===== config.mk =====
export PLATFORM = sky130hd
export DESIGN_NAME = cma_merge
export DESIGN_NICKNAME = d
export VERILOG_FILES = /design/src/rtl/assert_macros.svh /design/src/rtl/cma_pkg.sv /design/src/rtl/cma_merge.sv
export SDC_FILE = /design/constraint.sdc
export NUM_CORES = 1
export LEC_CHECK = 0
export BUFFER_PORTS_ARGS = -buffer_cell sky130_fd_sc_hd__buf_2
export CAP_MARGIN = 10
export CORE_AREA = 2 2 97 99
export DETAILED_ROUTE_END_ITERATION = 16
export DIE_AREA = 0 0 99 101
export GPL_TIMING_DRIVEN = 0
export MAX_ROUTING_LAYER = met4
export SYNTH_ARGS = -nofsm -noshare
export SYNTH_HDL_FRONTEND = slang
export SYNTH_SLANG_ARGS = --single-unit

===== constraint.sdc =====
create_clock -name vclk -period 1.2
set_input_delay 0.12 -clock vclk [all_inputs]
set_output_delay 0.12 -clock vclk [all_outputs]
set_load 0.02 [all_outputs]

===== src/rtl/assert_macros.svh =====
// assertion macros for the rtl core that checks itself
`ifndef ASSERT_MACROS_SVH
`define ASSERT_MACROS_SVH

// same-cycle implication on the rising clock edge, off during reset
`define ASSERT_SAME(label, ante, cons) \
	label: assert property (@(posedge clk) disable iff (!arst_n) (ante) |-> (cons)) \
		else $error("same-cycle check failed");

// next-cycle implication on the rising clock edge, off during reset
`define ASSERT_NEXT(label, ante, cons) \
	label: assert property (@(posedge clk) disable iff (!arst_n) (ante) |=> (cons)) \
		else $error("next-cycle check failed");

`endif


===== src/rtl/cma_pkg.sv =====
// shared types and constants for the cluster mode assignment block
package cma_pkg;

	localparam int MAX_MODES  = 64;
	localparam int DIMENSIONS = 3;
	localparam int COORD_BITS = 16;
	localparam int RAD_W      = 34;

	localparam int LANES  = 4;
	localparam int LANE_W = $clog2(LANES);
	localparam int ROWS   = (MAX_MODES + LANES - 1) / LANES;
	localparam int ROW_W  = (ROWS > 1) ? $clog2(ROWS) : 1;
	localparam int IDX_W  = 6;
	localparam int CNT_W  = $clog2(MAX_MODES + 1);

	localparam int SQ_W  = 2 * COORD_BITS;
	localparam int SUM_W = SQ_W + $clog2(DIMENSIONS);
	localparam int CMP_W = (SUM_W > RAD_W) ? SUM_W : RAD_W;

	typedef logic signed [COORD_BITS-1:0] coord_t;
	typedef logic [DIMENSIONS-1:0][COORD_BITS-1:0] point_t;

	typedef struct packed {
		logic   start_new;
		coord_t coord_x;
		coord_t coord_y;
		coord_t coord_z;
	} in_word_t;

	typedef struct packed {
		coord_t           mode_x;
		coord_t           mode_y;
		coord_t           mode_z;
		logic [IDX_W-1:0] cluster_index;
		logic             created;
		logic             table_full;
		logic [CNT_W-1:0] clusters_now;
	} out_word_t;

	typedef struct packed {
		logic [ROW_W-1:0] row;
		logic             en;
	} issue_t;

	typedef struct packed {
		logic             we;
		logic [ROW_W-1:0] row;
		point_t           data;
	} wr_t;

endpackage


===== src/rtl/cma_merge.sv =====
// merge stage: picks the lowest lane that matched in the current row
module cma_merge (
	input  logic [cma_pkg::LANES-1:0]  hit,
	input  cma_pkg::point_t            data [cma_pkg::LANES],
	output logic                       any,
	output logic [cma_pkg::LANE_W-1:0] lane,
	output cma_pkg::point_t            mode
);

	always_comb begin
		any  = |hit;
		lane = '0;
		mode = data[0];
		for (int l = cma_pkg::LANES - 1; l >= 0; l--) begin
			if (hit[l]) begin
				lane = cma_pkg::LANE_W'(l);
				mode = data[l];
			end
		end
	end

endmodule


-- After elaboration in Yosys (flattened, before gate mapping)
Index checks and enable logic that the tools add are counted.
- register bits: 0
- input port bits: 196
- bits in read-only memories: 0
- bits in writable memories: 0
- output and inout bits: 51
- memories kept: 0
- bits in latches: 0
- logic and storage cells: 9
- bitwise gates (word level): 0
- magnitude comparators: 0
- reductions and logical operators: 1
- multipliers: 0
- shift-type cells: 0
- eq/ne operators: 0
- add/subtract/negate cells: 0
- multiplexer cells: 8
- div/mod/pow operators: 0
- operators by type and width (cell ; count):
    48-bit two-way mux ; 4
    2-bit two-way mux ; 4
    4-bit OR reduction ; 1

-- Depth between registers and ports, before layout
- word-level depth: 4
- depth in mapped cells: 6
- gate-level depth less buffers: 3

-- Worst setup path after synthesis
OpenSTA, ideal clock, no wires.
- path type: input-to-output
- from: input hit[1] (netlist bit)
- to: output lane[1] (netlist bit)
- data required time: 1080 ps
- stages on the path: 4
- slack: 5 ps
- buffers on the path: 3
- data arrival time: 1075 ps
- cells stage by stage: buf_4 buf_2 buf_4 nor3_1
- cells in the longest elaborated chain, start to end: 2
- RTL lines (element ; RTL line ; source):
    start, declared ; cma_merge.sv:3 ; input logic [cma_pkg::LANES-1:0] hit,
    2-bit two-way mux (2 in series) ; cma_merge.sv:15 ; if (hit[l]) begin
    end, declared ; cma_merge.sv:6 ; output logic [cma_pkg::LANE_W-1:0] lane,
No other way between the ends.

==> results.ini <==
[outcome]
status=finished, violations left
violations=setup timing

[sta]
fin_setup_tns_ns=-1.69
max_freq_mhz=790
fin_crit_ns=1.27
tightest_slew_ns=0.365
fin_crit_sh=1.05
setup_slack_ns=-0.0659
rsz0062_at_grt=yes
timing.slew.headroom=0.757
drv_slew=0
hold_viol=0
setup_viol=47

[floorplan]
die_area_um2=10000
initial_core_util=0.200
design.portCount=247
die_h_um=101
rows=35
die_w_um=99
core_area_um2=8980

[grt]
grt_max_degree=11
grt_pass1_wl_mm=13.2
antenna_found_initial=0
track_usage=0.162
overflow=0
grt_pass1_vias=2854

[pwr]
ir_worst_vdd_mv=0.151
p_sw_uw=670
p_per_area_nw_per_um2=410
swShare=0.454
p_leak_nw=1.77
pwr-share-seq=0
p_int_uw=806
pwr-share-clk=0
combPwrFrac=1.000

[worst_setup_path]
path_max_fanout=7
crit_type=in2out
cp_slowest_cell=o221a_1
cp-start-kind=primary input
required_ns=1.08
path_cells=buf_12 > nor2_4 > nand3_4 > buf_8 > clkbuf_16 > o221a_1 > buf_6
cp.arrival_ns=1.15
max_stage_delay_ns=0.25
worstSetupEndpointType=output port

[placement]
place_congestion=0.773
placed_cells_incl_taps=590
io_buffers=246
hpwl_mm=7.30

[cells_and_area]
multi_input_area_um2=1670
fillers=934
n_clock_buffer=0
stdcell_count=596
syn2layout_area_growth_pct=100
seqCellArea_um2=0
seq_cells=0
layout-drive-gt1-share=0.598
fin_nets=683
antenna-diode-count=0

[min_path]
hold_path.class=in2out

[route]
drt_wl_total_mm=8.92
drtIter0Drc=69
dr.pass1.iters=4
drc=0
ant_nets=0
wl_per_cell_um=15.0
vias=2858
avgViaCountPerCell=4.80

[synth]
ys_warn_count=0
synth_area_leaders=o221a_1 30%, nor3b_1 20%, o21bai_1 20%, nor2b_1 17%, buf_2 3.1%
syn_area_per_cell_um2=7.72
syn_area_um2=1800
synth_commonest_cells=48 x nor2b_1, 48 x nor3b_1, 48 x o21bai_1, 48 x o221a_1
syn_nets=429
ys_seq_area_frac=0
synth_cell_types=17
synth_top_area_cell=o221a_1
synth_top_area_frac=0.300
syn_inst=233

[clocking]
ctsHoldBuffers=0

[flow_run]
maxCapViolCount=0

logic make-up (layout without fill, tap and decap cells):
| kind of cell | count (synthesis) | in the layout | share of synthesized area |
|---|---|---|---|
| AOI/OAI and AO/OA | 98 | 98 | 0.508 |
| and+or+nand+nor | 102 | 102 | 0.388 |
| buffers and inverters | 33 | 285 | 0.104 |
worst paths after layout:
kind,start,to,cells past startpoint
max,hit[0],mode[36],7
min,data[145],mode[1],3
critical path: cells and delay by family:
family | cells | cell delay, ns
buf+inv | 4 | 0.55
compound gates | 1 | 0.25
simple gates | 2 | 0.23
layout make-up:
cell class | instances | share of cell area
Inverter | 2 | 0.00209
Multi-Input combinational cell | 200 | 0.465
Buffer | 31 | 0.0702
Tap cell | 111 | 0.0386
Timing Repair Buffer | 252 | 0.424
through the flow:
stage	instance area, µm²	hold slack, ns	total power, mW	util	setup slack, ns
finish	3600	0.605	1.48	0.401	-0.0659
global route	3600	0.614	1.59	0.401	-0.116
CTS	3540	0.605	1.47	0.394	-0.0771
detailed placement	3170	0.617	1.26	0.353	-0.286
global placement	3170	0.618	1.25	0.353	-0.262
floorplan	1800	0.411	0.700	-	0.00508
layer usage:
metal | GRT usage | part of all wire
met5 | - | 0
met4 | 0.0253 | 0.015
met3 | 0.00832 | 0.064
met2 | 0.314 | 0.53
met1 | 0.187 | 0.39
power by group through the flow:
stage                     Combinational (mW)  Clock [mW]  Sequential, mW
after global placement                  1.25           0               0
after floorplan                        0.700           0               0
after global routing                    1.59           0               0
after CTS                               1.47           0               0
final                                   1.48           0               0
after detailed placement                1.26           0               0
placed cells by master (no fill, tap or decap), drive strengths merged:
cell / instances
o221a: 48
o21bai: 48
nor2: 3
nor3: 1
nand3: 1
nor3b: 48
nand2: 1
inv: 2
nor2b: 48
clkbuf: 9
buf: 274
a21oi: 2
timing repair:
action / in CTS / in global routing
pin swaps: 4 / 9
setup buffers: 4 / 1
gates cloned: 0 / 1
endpoints found under the setup margin: 49 / 48
resized for setup: 90 / 14
(Power assumes the default switching activity.)
